<file path="src/design/rts_pkg.sv">
// Shared widths, codes and reset values for the runway takeoff sequencer.
`default_nettype none

package rts_pkg;

   // Field widths.
   localparam int TIME_W  = 48;
   localparam int RAMP_W  = 26;
   localparam int AIR_W   = 15;
   localparam int ALT_W   = 25;
   localparam int ANG_W   = 13;
   localparam int THR_W   = 10;
   localparam int OVR_W   = 12;
   localparam int CMD_W   = 2;
   localparam int PHASE_W = 2;
   localparam int CSR_W   = 26;
   localparam int CSR_IDX_W = 3;
   localparam int PROD_W  = RAMP_W + THR_W;
   localparam int CNT_W   = $clog2(TIME_W);

   // Command codes.
   localparam logic [CMD_W-1:0] CMD_RESET  = 2'd0;
   localparam logic [CMD_W-1:0] CMD_START  = 2'd1;
   localparam logic [CMD_W-1:0] CMD_UPDATE = 2'd2;

   // Phase codes.
   localparam logic [PHASE_W-1:0] PH_RAMP    = 2'd0;
   localparam logic [PHASE_W-1:0] PH_RUNWAY  = 2'd1;
   localparam logic [PHASE_W-1:0] PH_CLIMB   = 2'd2;
   localparam logic [PHASE_W-1:0] PH_FLY     = 2'd3;

   // Configuration register indexes.
   localparam logic [CSR_IDX_W-1:0] CSR_RAMP_TIME    = 3'd0;
   localparam logic [CSR_IDX_W-1:0] CSR_TAKEOFF_AIR  = 3'd1;
   localparam logic [CSR_IDX_W-1:0] CSR_RUNWAY_PITCH = 3'd2;
   localparam logic [CSR_IDX_W-1:0] CSR_MAX_THROTTLE = 3'd3;
   localparam logic [CSR_IDX_W-1:0] CSR_HOLD_HEADING = 3'd4;
   localparam logic [CSR_IDX_W-1:0] CSR_PITCH_OVR    = 3'd5;

   // Configuration reset values.
   localparam logic [RAMP_W-1:0] RAMP_TIME_RST    = 26'd2000000;
   localparam logic [AIR_W-1:0]  TAKEOFF_AIR_RST  = 15'd1300;
   localparam logic [ANG_W-1:0]  RUNWAY_PITCH_RST = 13'd0;
   localparam logic [THR_W-1:0]  MAX_THROTTLE_RST = 10'd1000;
   localparam logic              HOLD_HEADING_RST = 1'b1;
   localparam logic [OVR_W-1:0]  PITCH_OVR_RST    = 12'd0;

   // The pitch override counts only above this value.
   localparam logic [OVR_W-1:0]  PITCH_OVR_MIN    = 12'd1;

   // Sequencer control states.
   typedef enum logic [2:0] {
      ST_IDLE,
      ST_SERIAL,
      ST_DECIDE,
      ST_MUL,
      ST_DIV,
      ST_OUT
   } state_type;

endpackage

`default_nettype wire

</file>
<file path="src/design/runway_takeoff_sequencer.sv">
// Runway takeoff sequencer: bit-serial time and threshold compares, serial ramp divider.
// An accepted transfer runs the bit-serial subtract and compare pass, then a decide step and,
// when the ramp throttle has to be computed (phase 0, ramp time nonzero, ramp not yet elapsed),
// the shift-add multiply and the restoring divide, before its result is loaded for output.
// The input stalls until then: a new transfer is taken only once the last one is through.
// A finished result waits in the output register while the next transfer is taken.
// Reset (synchronous, active high) clears the phase, flags, start time and held yaw and loads
// the configuration registers with their default values.
`default_nettype none

module runway_takeoff_sequencer (
   input  wire logic                               clock,
   input  wire logic                               reset,
   // Configuration port.
   input  wire logic                               csr_write,
   input  wire logic [rts_pkg::CSR_IDX_W-1:0]      csr_index,
   input  wire logic [rts_pkg::CSR_W-1:0]          csr_data,
   // Input channel.
   input  wire logic                               req_valid,
   output logic                                    req_stall,
   input  wire logic [rts_pkg::CMD_W-1:0]          req_command,
   input  wire logic [rts_pkg::TIME_W-1:0]         req_time_us,
   input  wire logic [rts_pkg::AIR_W-1:0]          req_airspeed,
   input  wire logic signed [rts_pkg::ALT_W-1:0]   req_altitude,
   input  wire logic signed [rts_pkg::ALT_W-1:0]   req_clearance_alt,
   input  wire logic signed [rts_pkg::ANG_W-1:0]   req_ext_pitch,
   input  wire logic signed [rts_pkg::ANG_W-1:0]   req_ext_roll,
   input  wire logic signed [rts_pkg::ANG_W-1:0]   req_ext_yaw,
   input  wire logic [rts_pkg::THR_W-1:0]          req_ext_throttle,
   input  wire logic signed [rts_pkg::ANG_W-1:0]   req_climb_min_pitch,
   input  wire logic signed [rts_pkg::ANG_W-1:0]   req_normal_min_pitch,
   input  wire logic signed [rts_pkg::ANG_W-1:0]   req_normal_max_pitch,
   // Result channel.
   output logic                                    rsp_valid,
   input  wire logic                               rsp_stall,
   output logic [rts_pkg::PHASE_W-1:0]             rsp_phase,
   output logic signed [rts_pkg::ANG_W-1:0]        rsp_pitch_out,
   output logic signed [rts_pkg::ANG_W-1:0]        rsp_roll_out,
   output logic signed [rts_pkg::ANG_W-1:0]        rsp_yaw_out,
   output logic [rts_pkg::THR_W-1:0]               rsp_throttle_out,
   output logic                                    rsp_yaw_direct,
   output logic                                    rsp_clear_integrators,
   output logic signed [rts_pkg::ANG_W-1:0]        rsp_min_pitch_out,
   output logic signed [rts_pkg::ANG_W-1:0]        rsp_max_pitch_out,
   output logic                                    rsp_in_climbout,
   output logic                                    rsp_started
);

   import rts_pkg::*;

   // Configuration registers.
   logic [RAMP_W-1:0]       ramp_time_ff;
   logic [AIR_W-1:0]        takeoff_air_ff;
   logic signed [ANG_W-1:0] runway_pitch_ff;
   logic [THR_W-1:0]        max_throttle_ff;
   logic                    hold_heading_ff;
   logic [OVR_W-1:0]        pitch_ovr_ff;

   // Sequencer state.
   logic [PHASE_W-1:0]      phase_ff, phase_in;
   logic [TIME_W-1:0]       start_time_ff, start_time_in;
   logic signed [ANG_W-1:0] held_yaw_ff, held_yaw_in;
   logic                    climbout_ff, climbout_in;
   logic                    init_ff, init_in;

   // Control.
   state_type               state_ff, state_in;
   logic [CNT_W-1:0]        cnt_ff, cnt_in;
   logic                    req_accept;
   logic                    out_load;
   logic                    need_ramp;
   logic                    use_quot_ff;

   // Captured payload of the transfer in progress.
   logic [CMD_W-1:0]        cmd_ff;
   logic signed [ANG_W-1:0] pitch_ff, roll_ff, yaw_ff;
   logic [THR_W-1:0]        thr_ff;
   logic signed [ANG_W-1:0] cmin_ff, nmin_ff, nmax_ff;

   // Bit-serial operands and compare results.
   logic [TIME_W-1:0]       now_sr_ff, start_sr_ff;
   logic                    borrow_ff;
   logic [RAMP_W-1:0]       ela_sr_ff, ramp_sr_ff;
   logic [AIR_W-1:0]        air_sr_ff, tko_sr_ff;
   logic [ALT_W-1:0]        alt_sr_ff, clr_sr_ff;
   logic                    ela_gt_ff, ela_eq_ff, air_gt_ff, alt_gt_ff;
   logic                    ela_bit;
   logic                    borrow_in;

   // Multiply and divide.
   logic [THR_W-1:0]        mul_sr_ff;
   logic [PROD_W-1:0]       prod_ff;
   logic [RAMP_W:0]         div_trial;
   logic [RAMP_W:0]         div_diff;

   // Output registers.
   logic                    rsp_valid_ff;
   logic [PHASE_W-1:0]      rsp_phase_ff;
   logic signed [ANG_W-1:0] rsp_pitch_ff, rsp_roll_ff, rsp_yaw_ff;
   logic [THR_W-1:0]        rsp_thr_ff;
   logic                    rsp_early_ff;
   logic signed [ANG_W-1:0] rsp_min_ff, rsp_max_ff;
   logic                    rsp_climb_ff, rsp_started_ff;
   logic                    early;

   // Configuration writes.
   always_ff @(posedge clock) begin
      if (reset) begin
         ramp_time_ff    <= RAMP_TIME_RST;
         takeoff_air_ff  <= TAKEOFF_AIR_RST;
         runway_pitch_ff <= RUNWAY_PITCH_RST;
         max_throttle_ff <= MAX_THROTTLE_RST;
         hold_heading_ff <= HOLD_HEADING_RST;
         pitch_ovr_ff    <= PITCH_OVR_RST;
      end else if (csr_write) begin
         case (csr_index)
            CSR_RAMP_TIME:    ramp_time_ff    <= csr_data[RAMP_W-1:0];
            CSR_TAKEOFF_AIR:  takeoff_air_ff  <= csr_data[AIR_W-1:0];
            CSR_RUNWAY_PITCH: runway_pitch_ff <= $signed(csr_data[ANG_W-1:0]);
            CSR_MAX_THROTTLE: max_throttle_ff <= csr_data[THR_W-1:0];
            CSR_HOLD_HEADING: hold_heading_ff <= csr_data[0];
            CSR_PITCH_OVR:    pitch_ovr_ff    <= csr_data[OVR_W-1:0];
            default: ;
         endcase
      end
   end

   // Control state machine: next state and handshake.
   always_comb begin
      state_in  = state_ff;
      req_stall = 1'b1;
      out_load  = 1'b0;
      case (state_ff)
         ST_IDLE: begin
            req_stall = reset;
            if (req_valid) state_in = ST_SERIAL;
         end
         ST_SERIAL: begin
            if (cnt_ff == CNT_W'(TIME_W - 1)) state_in = ST_DECIDE;
         end
         ST_DECIDE: begin
            state_in = need_ramp ? ST_MUL : ST_OUT;
         end
         ST_MUL: begin
            if (cnt_ff == CNT_W'(THR_W - 1)) state_in = ST_DIV;
         end
         ST_DIV: begin
            if (cnt_ff == CNT_W'(THR_W - 1)) state_in = ST_OUT;
         end
         ST_OUT: begin
            if (!rsp_valid_ff || !rsp_stall) begin
               out_load = 1'b1;
               state_in = ST_IDLE;
            end
         end
         default: state_in = ST_IDLE;
      endcase
   end

   assign req_accept = req_valid && !req_stall;
   assign cnt_in     = (state_in != state_ff) ? '0 : cnt_ff + 1'b1;

   always_ff @(posedge clock) begin
      if (reset) begin
         state_ff <= ST_IDLE;
         cnt_ff   <= '0;
      end else begin
         state_ff <= state_in;
         cnt_ff   <= cnt_in;
      end
   end

   // Sequencer state update: commands act at the transfer, updates after the serial pass.
   always_comb begin
      phase_in      = phase_ff;
      start_time_in = start_time_ff;
      held_yaw_in   = held_yaw_ff;
      climbout_in   = climbout_ff;
      init_in       = init_ff;
      if (req_accept) begin
         if (req_command == CMD_RESET) begin
            init_in  = 1'b0;
            phase_in = PH_RAMP;
         end else if (req_command == CMD_START) begin
            held_yaw_in   = req_ext_yaw;
            start_time_in = req_time_us;
            phase_in      = PH_RAMP;
            climbout_in   = 1'b1;
            init_in       = 1'b1;
         end
      end
      if (state_ff == ST_DECIDE && cmd_ff == CMD_UPDATE) begin
         case (phase_ff)
            PH_RAMP:   if (ela_gt_ff) phase_in = PH_RUNWAY;
            PH_RUNWAY: if (air_gt_ff) phase_in = PH_CLIMB;
            PH_CLIMB: begin
               if (alt_gt_ff) begin
                  phase_in    = PH_FLY;
                  climbout_in = 1'b0;
               end
            end
            default: ;
         endcase
      end
   end

   // The ramp value is needed only in phase 0 while the ramp is still running.
   assign need_ramp = (phase_in == PH_RAMP) && (ramp_time_ff != '0) &&
                      !(ela_gt_ff || ela_eq_ff);

   always_ff @(posedge clock) begin
      if (reset) begin
         phase_ff      <= PH_RAMP;
         start_time_ff <= '0;
         held_yaw_ff   <= '0;
         climbout_ff   <= 1'b0;
         init_ff       <= 1'b0;
      end else begin
         phase_ff      <= phase_in;
         start_time_ff <= start_time_in;
         held_yaw_ff   <= held_yaw_in;
         climbout_ff   <= climbout_in;
         init_ff       <= init_in;
      end
   end

   // Capture the payload of each transfer.
   always_ff @(posedge clock) begin
      if (req_accept) begin
         cmd_ff   <= req_command;
         pitch_ff <= req_ext_pitch;
         roll_ff  <= req_ext_roll;
         yaw_ff   <= req_ext_yaw;
         thr_ff   <= req_ext_throttle;
         cmin_ff  <= req_climb_min_pitch;
         nmin_ff  <= req_normal_min_pitch;
         nmax_ff  <= req_normal_max_pitch;
      end
   end

   // One bit of the elapsed time per cycle, least significant first.
   assign ela_bit   = now_sr_ff[0] ^ start_sr_ff[0] ^ borrow_ff;
   assign borrow_in = (!now_sr_ff[0] && start_sr_ff[0]) ||
                      (!(now_sr_ff[0] ^ start_sr_ff[0]) && borrow_ff);

   // Serial subtract and compares. A later differing bit overrides an earlier one,
   // so the last difference seen decides each compare. Signed operands are biased.
   always_ff @(posedge clock) begin
      if (req_accept) begin
         now_sr_ff   <= req_time_us;
         start_sr_ff <= (req_command == CMD_START) ? req_time_us : start_time_ff;
         borrow_ff   <= 1'b0;
         ramp_sr_ff  <= ramp_time_ff;
         air_sr_ff   <= req_airspeed;
         tko_sr_ff   <= takeoff_air_ff;
         alt_sr_ff   <= {~req_altitude[ALT_W-1], req_altitude[ALT_W-2:0]};
         clr_sr_ff   <= {~req_clearance_alt[ALT_W-1], req_clearance_alt[ALT_W-2:0]};
         ela_gt_ff   <= 1'b0;
         ela_eq_ff   <= 1'b1;
         air_gt_ff   <= 1'b0;
         alt_gt_ff   <= 1'b0;
      end else if (state_ff == ST_SERIAL) begin
         now_sr_ff   <= {1'b0, now_sr_ff[TIME_W-1:1]};
         start_sr_ff <= {1'b0, start_sr_ff[TIME_W-1:1]};
         borrow_ff   <= borrow_in;
         ramp_sr_ff  <= {1'b0, ramp_sr_ff[RAMP_W-1:1]};
         air_sr_ff   <= {1'b0, air_sr_ff[AIR_W-1:1]};
         tko_sr_ff   <= {1'b0, tko_sr_ff[AIR_W-1:1]};
         alt_sr_ff   <= {1'b0, alt_sr_ff[ALT_W-1:1]};
         clr_sr_ff   <= {1'b0, clr_sr_ff[ALT_W-1:1]};
         if (ela_bit != ramp_sr_ff[0]) begin
            ela_gt_ff <= ela_bit;
            ela_eq_ff <= 1'b0;
         end
         if (air_sr_ff[0] != tko_sr_ff[0]) air_gt_ff <= air_sr_ff[0];
         if (alt_sr_ff[0] != clr_sr_ff[0]) alt_gt_ff <= alt_sr_ff[0];
      end
   end

   // Keep the low bits of the elapsed time for the ramp computation.
   always_ff @(posedge clock) begin
      if (state_ff == ST_SERIAL && cnt_ff < CNT_W'(RAMP_W)) begin
         ela_sr_ff <= {ela_bit, ela_sr_ff[RAMP_W-1:1]};
      end
   end

   // Restoring divide step on the upper part of the product register.
   assign div_trial = {prod_ff[PROD_W-1:THR_W], prod_ff[THR_W-1]};
   assign div_diff  = div_trial - {1'b0, ramp_time_ff};

   // Shift-add multiply by the throttle ceiling, then divide by the ramp time in place.
   always_ff @(posedge clock) begin
      if (state_ff == ST_DECIDE) begin
         mul_sr_ff   <= max_throttle_ff;
         prod_ff     <= '0;
         use_quot_ff <= need_ramp;
      end else if (state_ff == ST_MUL) begin
         mul_sr_ff <= {mul_sr_ff[THR_W-2:0], 1'b0};
         prod_ff   <= {prod_ff[PROD_W-2:0], 1'b0} +
                      (mul_sr_ff[THR_W-1] ? {{THR_W{1'b0}}, ela_sr_ff} : '0);
      end else if (state_ff == ST_DIV) begin
         if (div_diff[RAMP_W]) begin
            prod_ff <= {div_trial[RAMP_W-1:0], prod_ff[THR_W-2:0], 1'b0};
         end else begin
            prod_ff <= {div_diff[RAMP_W-1:0], prod_ff[THR_W-2:0], 1'b1};
         end
      end
   end

   // Result register; it holds while the far side stalls.
   assign early = (phase_ff == PH_RAMP) || (phase_ff == PH_RUNWAY);

   always_ff @(posedge clock) begin
      if (reset) begin
         rsp_valid_ff <= 1'b0;
      end else if (out_load) begin
         rsp_valid_ff <= 1'b1;
      end else if (!rsp_stall) begin
         rsp_valid_ff <= 1'b0;
      end
   end

   always_ff @(posedge clock) begin
      if (out_load) begin
         rsp_phase_ff   <= phase_ff;
         rsp_pitch_ff   <= early ? runway_pitch_ff : pitch_ff;
         rsp_roll_ff    <= early ? '0 : roll_ff;
         rsp_yaw_ff     <= (hold_heading_ff && early) ? held_yaw_ff : yaw_ff;
         rsp_early_ff   <= early;
         rsp_min_ff     <= (phase_ff != PH_FLY) ? cmin_ff : nmin_ff;
         rsp_max_ff     <= (phase_ff != PH_FLY && pitch_ovr_ff > PITCH_OVR_MIN) ?
                           $signed({1'b0, pitch_ovr_ff}) : nmax_ff;
         rsp_climb_ff   <= climbout_ff;
         rsp_started_ff <= init_ff;
         case (phase_ff)
            PH_RAMP:   rsp_thr_ff <= use_quot_ff ? prod_ff[THR_W-1:0] : max_throttle_ff;
            PH_RUNWAY: rsp_thr_ff <= max_throttle_ff;
            default:   rsp_thr_ff <= thr_ff;
         endcase
      end
   end

   assign rsp_valid             = rsp_valid_ff;
   assign rsp_phase             = rsp_phase_ff;
   assign rsp_pitch_out         = rsp_pitch_ff;
   assign rsp_roll_out          = rsp_roll_ff;
   assign rsp_yaw_out           = rsp_yaw_ff;
   assign rsp_throttle_out      = rsp_thr_ff;
   assign rsp_yaw_direct        = rsp_early_ff;
   assign rsp_clear_integrators = rsp_early_ff;
   assign rsp_min_pitch_out     = rsp_min_ff;
   assign rsp_max_pitch_out     = rsp_max_ff;
   assign rsp_in_climbout       = rsp_climb_ff;
   assign rsp_started           = rsp_started_ff;

   // The fly phase is reached only by clearing the climbout flag.
   a_fly_no_climbout: assert property (@(posedge clock) disable iff (reset)
      (phase_ff == PH_FLY) |-> !climbout_ff)
      else $error("fly phase with climbout flag set");

   // A transfer always starts the serial pass.
   a_accept_serial: assert property (@(posedge clock) disable iff (reset)
      req_accept |=> (state_ff == ST_SERIAL))
      else $error("accepted transfer did not start the serial pass");

   // A new result never overwrites one that is still stalled.
   a_no_overwrite: assert property (@(posedge clock) disable iff (reset)
      out_load |-> !(rsp_valid_ff && rsp_stall))
      else $error("result register overwritten while stalled");

   // The ramp quotient never exceeds the throttle ceiling.
   a_quot_bound: assert property (@(posedge clock) disable iff (reset)
      (state_ff == ST_OUT && use_quot_ff) |-> (prod_ff[THR_W-1:0] <= max_throttle_ff))
      else $error("ramp throttle above ceiling");

endmodule

`default_nettype wire
</file>
<file path="config.mk">
export PLATFORM = sky130hd
export DESIGN_NAME = runway_takeoff_sequencer
export DESIGN_NICKNAME = d
export VERILOG_FILES = /design/src/design/rts_pkg.sv /design/src/design/runway_takeoff_sequencer.sv
export SDC_FILE = /design/constraint.sdc
export NUM_CORES = 1
export LEC_CHECK = 0
export BUFFER_PORTS_ARGS = -buffer_cell sky130_fd_sc_hd__clkbuf_2
export CELL_PAD_IN_SITES_DETAIL_PLACEMENT = 1
export CELL_PAD_IN_SITES_GLOBAL_PLACEMENT = 2
export CORE_UTILIZATION = 34
export DETAILED_ROUTE_END_ITERATION = 16
export GPL_TIMING_DRIVEN = 1
export PLACE_DENSITY_LB_ADDON = 0.08
export SLEW_MARGIN = 20
export SYNTH_ARGS = -nofsm -noshare
export SYNTH_HDL_FRONTEND = slang
export SYNTH_SLANG_ARGS = --single-unit
</file>
<file path="constraint.sdc">
create_clock -name clock -period 7.3 [get_ports clock]
set_clock_uncertainty 0.2 [all_clocks]
set_input_delay 1.095 -clock clock [delete_from_list [all_inputs] [get_ports clock]]
set_output_delay 1.095 -clock clock [all_outputs]
set_load 0.02 [all_outputs]
</file>
* Word-level counts from Yosys, hierarchy flattened *
Index checks and enable logic that the tools add are counted.

cells by class
  add/subtract/negate cells = 3
  multiply operators = 0
  div/mod/pow operators = 0
  magnitude comparators = 2
  equality and inequality tests = 22
  shift-type cells = 0
  muxes and demuxes = 55
  bitwise gates (word level) = 5
  reductions and logical operators = 42

operator list
  cell                   number
  $mux W48               5
  $mux W36               3
  $mux W25               4
  $mux W26               3
  $mux W15               4
  $mux W13               3
  $add A36 B26 Y36       1
  $mux W10               3
  $sub A27 B26 Y27       1
  $reduce_bool A26 Y1    1
  $reduce_and A2 Y1      11
  $pmux W10 S2           1
  $mux W3                6
  $pmux W3 S6            1
  $mux W2                7
  $mux W1                13
  $eq A3 B2 Y1 const B   4
  $eq A3 B3 Y1 const B   4
  $gt A12 B1 Y1 const B  1
  $mux W12               1
  $logic_and A1 B1 Y1    9
  $reduce_bool A2 Y1     4
  $add A6 B1 Y6 const B  1
  $eq A3 B1 Y1 const B   2
  18 further kinds       36

storage, ports and cells
  register bits = 602
  latch bits = 0
  RAM bits = 0
  memory bits (read-only) = 0
  input bits = 237
  memories kept = 0

* Depth between registers and ports, before layout *
  depth in word-level cells = 15
  depth in mapped cells = 14
  gate-level depth less buffers = 13

* Worst setup path before layout *
OpenSTA, ideal clock, no wires.

  kind = input-to-reg
  start = input port reset
  end = register air_sr_ff[0] (enable)
  setup time = 0.570 ns
  arrival time = 6.554 ns
  required time = 6.530 ns
  slack = -0.025 ns
  cell stages on the path = 6
  path through = nor4_1 -> nand2_1 -> clkbuf_1 -> clkbuf_1 -> clkbuf_1 -> nand2_1

between the ends
  longest elaborated chain between the ends = 4

ends and longest elaborated chain
  element                       RTL line                         text
  from (decl)                   runway_takeoff_sequencer.sv:13   input wire logic reset,
  $mux W1                       runway_takeoff_sequencer.sv:133  case (state_ff)
  $logic_not A1 Y1              runway_takeoff_sequencer.sv:160  assign req_accept = req_valid && !req_stall;
  $logic_and A1 B1 Y1           runway_takeoff_sequencer.sv:160
  $reduce_bool A2 Y1 (no line)  -
  to (signal assigned)          runway_takeoff_sequencer.sv:254  air_sr_ff <= req_airspeed;
  to (signal assigned)          runway_takeoff_sequencer.sv:267  air_sr_ff <= {1'b0, air_sr_ff[AIR_W-1:1]};
  to (decl)                     runway_takeoff_sequencer.sv:84   logic [AIR_W-1:0] air_sr_ff, tko_sr_ff;

Every way passes these cells.
A chain may end at the register's enable or synchronous reset.

* Worst setup path in the final report *
  start = input port reset
  end = register alt_sr_ff[11] (enable)

between the ends
  longest elaborated chain between the ends = 4

ends and longest elaborated chain
  element                       RTL line                         text
  $mux W1                       runway_takeoff_sequencer.sv:133
  $logic_not A1 Y1              runway_takeoff_sequencer.sv:160
  $logic_and A1 B1 Y1           runway_takeoff_sequencer.sv:160
  $reduce_bool A2 Y1 (no line)  -
  to (signal assigned)          runway_takeoff_sequencer.sv:256  alt_sr_ff <= {~req_altitude[ALT_W-1], req_altitude[ALT_W-2:0]};
  to (signal assigned)          runway_takeoff_sequencer.sv:269  alt_sr_ff <= {1'b0, alt_sr_ff[ALT_W-1:1]};
  to (decl)                     runway_takeoff_sequencer.sv:85   logic [ALT_W-1:0] alt_sr_ff, clr_sr_ff;

Every way passes these cells.

==> results.yml <==
synthesis:
  synth.net_count: 2863
  synth_warnings: 0
  synth_ff_type: "edfxtp_1"
  synth_edf_count: 409
  synth.avg_cell_area_um2: 10.4
  synthesis.area_mm2: 0.0268
  synth_seq_area_share: 0.603
  ys_seq_elements: 602
  ys_types: 76
  async_reset_ff_frac: 0
  synth_cells: 2570
sta:
  slew_viol_final: 0
  tightestPinTransition_ps: 1090
  rsz0062_at_grt: "false"
  period_needed_ps: 4670
  fin_crit_sh: 0.640
  slew_headroom: 0.270
  max_freq_mhz: 214
  setup_violations: 0
  fin_setup_tns_ps: 0
  worst_slack_ps: 2630
  hold_viol_final: 0
worst_setup_path:
  critPathCaptureType: "flop"
  crit_arrival_ps: 4700
  critPathMaxFanout: 92
  cp_data_required_time_ps: 7320
  worst_setup_path_start_kind: "input port"
  worstSetupPathType: "in2reg"
global_routing:
  grt_pass1_wl_um: 123000
  grt_pass1_vias: 20766
  gr-total-overflow: 0
  antenna_found_initial: 11
  grt_max_degree: 120
  track_usage: 0.201
clock_tree:
  ctsRootBufferMaster: "clkbuf_16"
  insertion_delay_ps: 600
  clk_pin_slew_ps: 60
  cts_resized: 0
  cts_max_path_buffers: 3
  cts_tree: "built"
  h-tree-depth: 3
  clock_sinks: 602
  cts-buffers-inserted: 71
  cts_hold_buf: 0
  post-cts-setup-buffers: 0
detailed_routing:
  drt-initial-drc-count: 1227
  totalWireLength_um: 80200
  routed-via-count: 19906
  via_per_inst: 5.03
  wl_per_cell_um: 20.3
  firstDrtPassIters: 6
  ant_nets: 0
  drc: 0
floorplan:
  io_pins: 320
  start_util: 0.345
  rows: 102
  dieWidth_um: 283
  die_h_um: 283
  die-area_mm2: 0.0799
  core_area_mm2: 0.0777
cells_and_area:
  layout.nets: 3150
  syn_to_final_growth_pct: 18.3
  drive_gt1_frac: 0.183
  final_cell_area_mm2: 0.0317
job:
  cap_viol_max_count: 0
pwr:
  peakVddDrop_uv: 135
  powerDensity_mw_per_mm2: 250
  leakage_nw: 12.4
placed_design:
  place_area_mm2: 0.0295
  place_congestion: 0.811
  dp_slack_ps: 1990
  dpl.hpwl_um: 55000
  portBuffers: 319
hold_path:
  hold_path_class: "reg2reg"
run_status:
  outcome: "finished clean"
==> synthesized netlist by cell type (4+ instances only) <==
master,count,share of area
nand3b_1,11,0.0031
and3_1,19,0.0044
buf_1,8,0.0011
xor2_1,17,0.0056
edfxtp_1,409,0.46
o22ai_1,5,0.0012
ha_1,53,0.025
nand3_1,37,0.0069
o21a_1,11,0.0031
and2_1,46,0.011
xnor2_1,24,0.0078
a22oi_1,9,0.0025
o31ai_1,7,0.0020
nor3_1,24,0.0045
nand2b_1,15,0.0035
o211ai_1,13,0.0036
inv_1,62,0.0087
a31oi_1,9,0.0021
nor4_1,11,0.0026
a211o_1,11,0.0036
a21oi_1,177,0.033
mux2i_1,70,0.026
nand2_1,793,0.11
o21bai_1,4,0.0011
nor2_1,72,0.010
o21ai_0,142,0.027
nor2b_1,10,0.0023
a21o_1,19,0.0053
a211oi_1,14,0.0039
dfxtp_1,193,0.14
a32oi_1,4,0.0013
or3_1,6,0.0014
clkbuf_1,121,0.017
a31o_2,4,0.0013
nand4_1,7,0.0016
a222oi_1,9,0.0034
mux2_2,63,0.026
==> worst paths after layout <==
check,endpoint,slack [ps],start,cells after the start
setup / recovery,alt_sr_ff[11],2630,reset,6
hold / removal,rsp_started,230,init_ff,0
setup reg to reg,alt_sr_ff[11],2720,state_ff[2],6
hold reg to reg,rsp_started,230,init_ff,0
==> registers in the layout, indices dropped and copies added (netlist names), 15 cells and up <==
name / count
ramp_time_ff: 26
ela_sr_ff: 26
ramp_sr_ff: 26
clr_sr_ff: 25
prod_ff: 36
tko_sr_ff: 15
takeoff_air_ff: 15
start_sr_ff: 48
now_sr_ff: 48
start_time_ff: 48
air_sr_ff: 15
alt_sr_ff: 25
==> critical path: stages <==
cell and delay (ps):
buf_6 220, nor4_2 680, nand2_4 660, nand2_8 770
buf_16 390, buf_4 650
==> placed cells by master, fill, tap and decap left out, types with 61 or more instances in the layout <==
cell and instances:
clkbuf_2 318, edfxtp_1 409, mux2i_1 70, clkbuf_16 71
nor2_1 71, a21oi_1 176, mux2_2 63, inv_1 61
nand2_1 790, o21ai_0 142, dfxtp_1 192
==> metrics by stage <==
stage                      util  hold WS [ps]  power (mW)  std cells
final                     0.408           225        7.91       3955
after global routing      0.408           228        8.22       3955
after CTS                 0.408           226        8.03       3952
after detailed placement  0.379           222        4.59       3824
after global placement    0.379           212        4.56       3823
after floorplan               -           202        4.35       2570
==> layer usage <==
layer,part of all wire,GRT usage,vias to the layer above
met1,0.46,0.272,9797
li1,-,-,9602
met3,0.040,0.0348,136
met5,0.0014,0,-
met2,0.47,0.326,355
met4,0.027,0.0643,16
==> final cells by class <==
class	count	area (um^2)
Fill cell	8657	46000
Clock inverter	23	210
Antenna cell	3	7.51
Tap cell	1040	1300
Timing Repair Buffer	348	1850
Sequential cell	602	16100
Clock buffer	105	1970
Inverter	62	240
Multi-Input combinational cell	1772	9950
==> where the power goes <==
| group | switching [mW] | internal (mW) | total [mW] | leakage (nW) |
|---|---|---|---|---|
| Clock | 1.42 | 1.98 | 3.40 | 1.07 |
| Sequential | 0.0649 | 3.88 | 3.95 | 5.41 |
| Combinational | 0.363 | 0.193 | 0.556 | 5.96 |
| Total | 1.85 | 6.06 | 7.91 | 12.4 |
==> logic make-up (layout without fill, tap and decap cells) <==
logic type	count (synthesis)	count (layout)	share of synthesized area
AOI/OAI and AO/OA	469	469	0.106
xor gates and xnor gates	43	43	0.0146
adders and majority gates	56	56	0.0270
buffers and inverters	196	538	0.0284
DFF	602	602	0.603
muxes	133	133	0.0526
other	0	3	0
and+or+nand+nor	1071	1071	0.169
(Power assumes the default switching activity.)
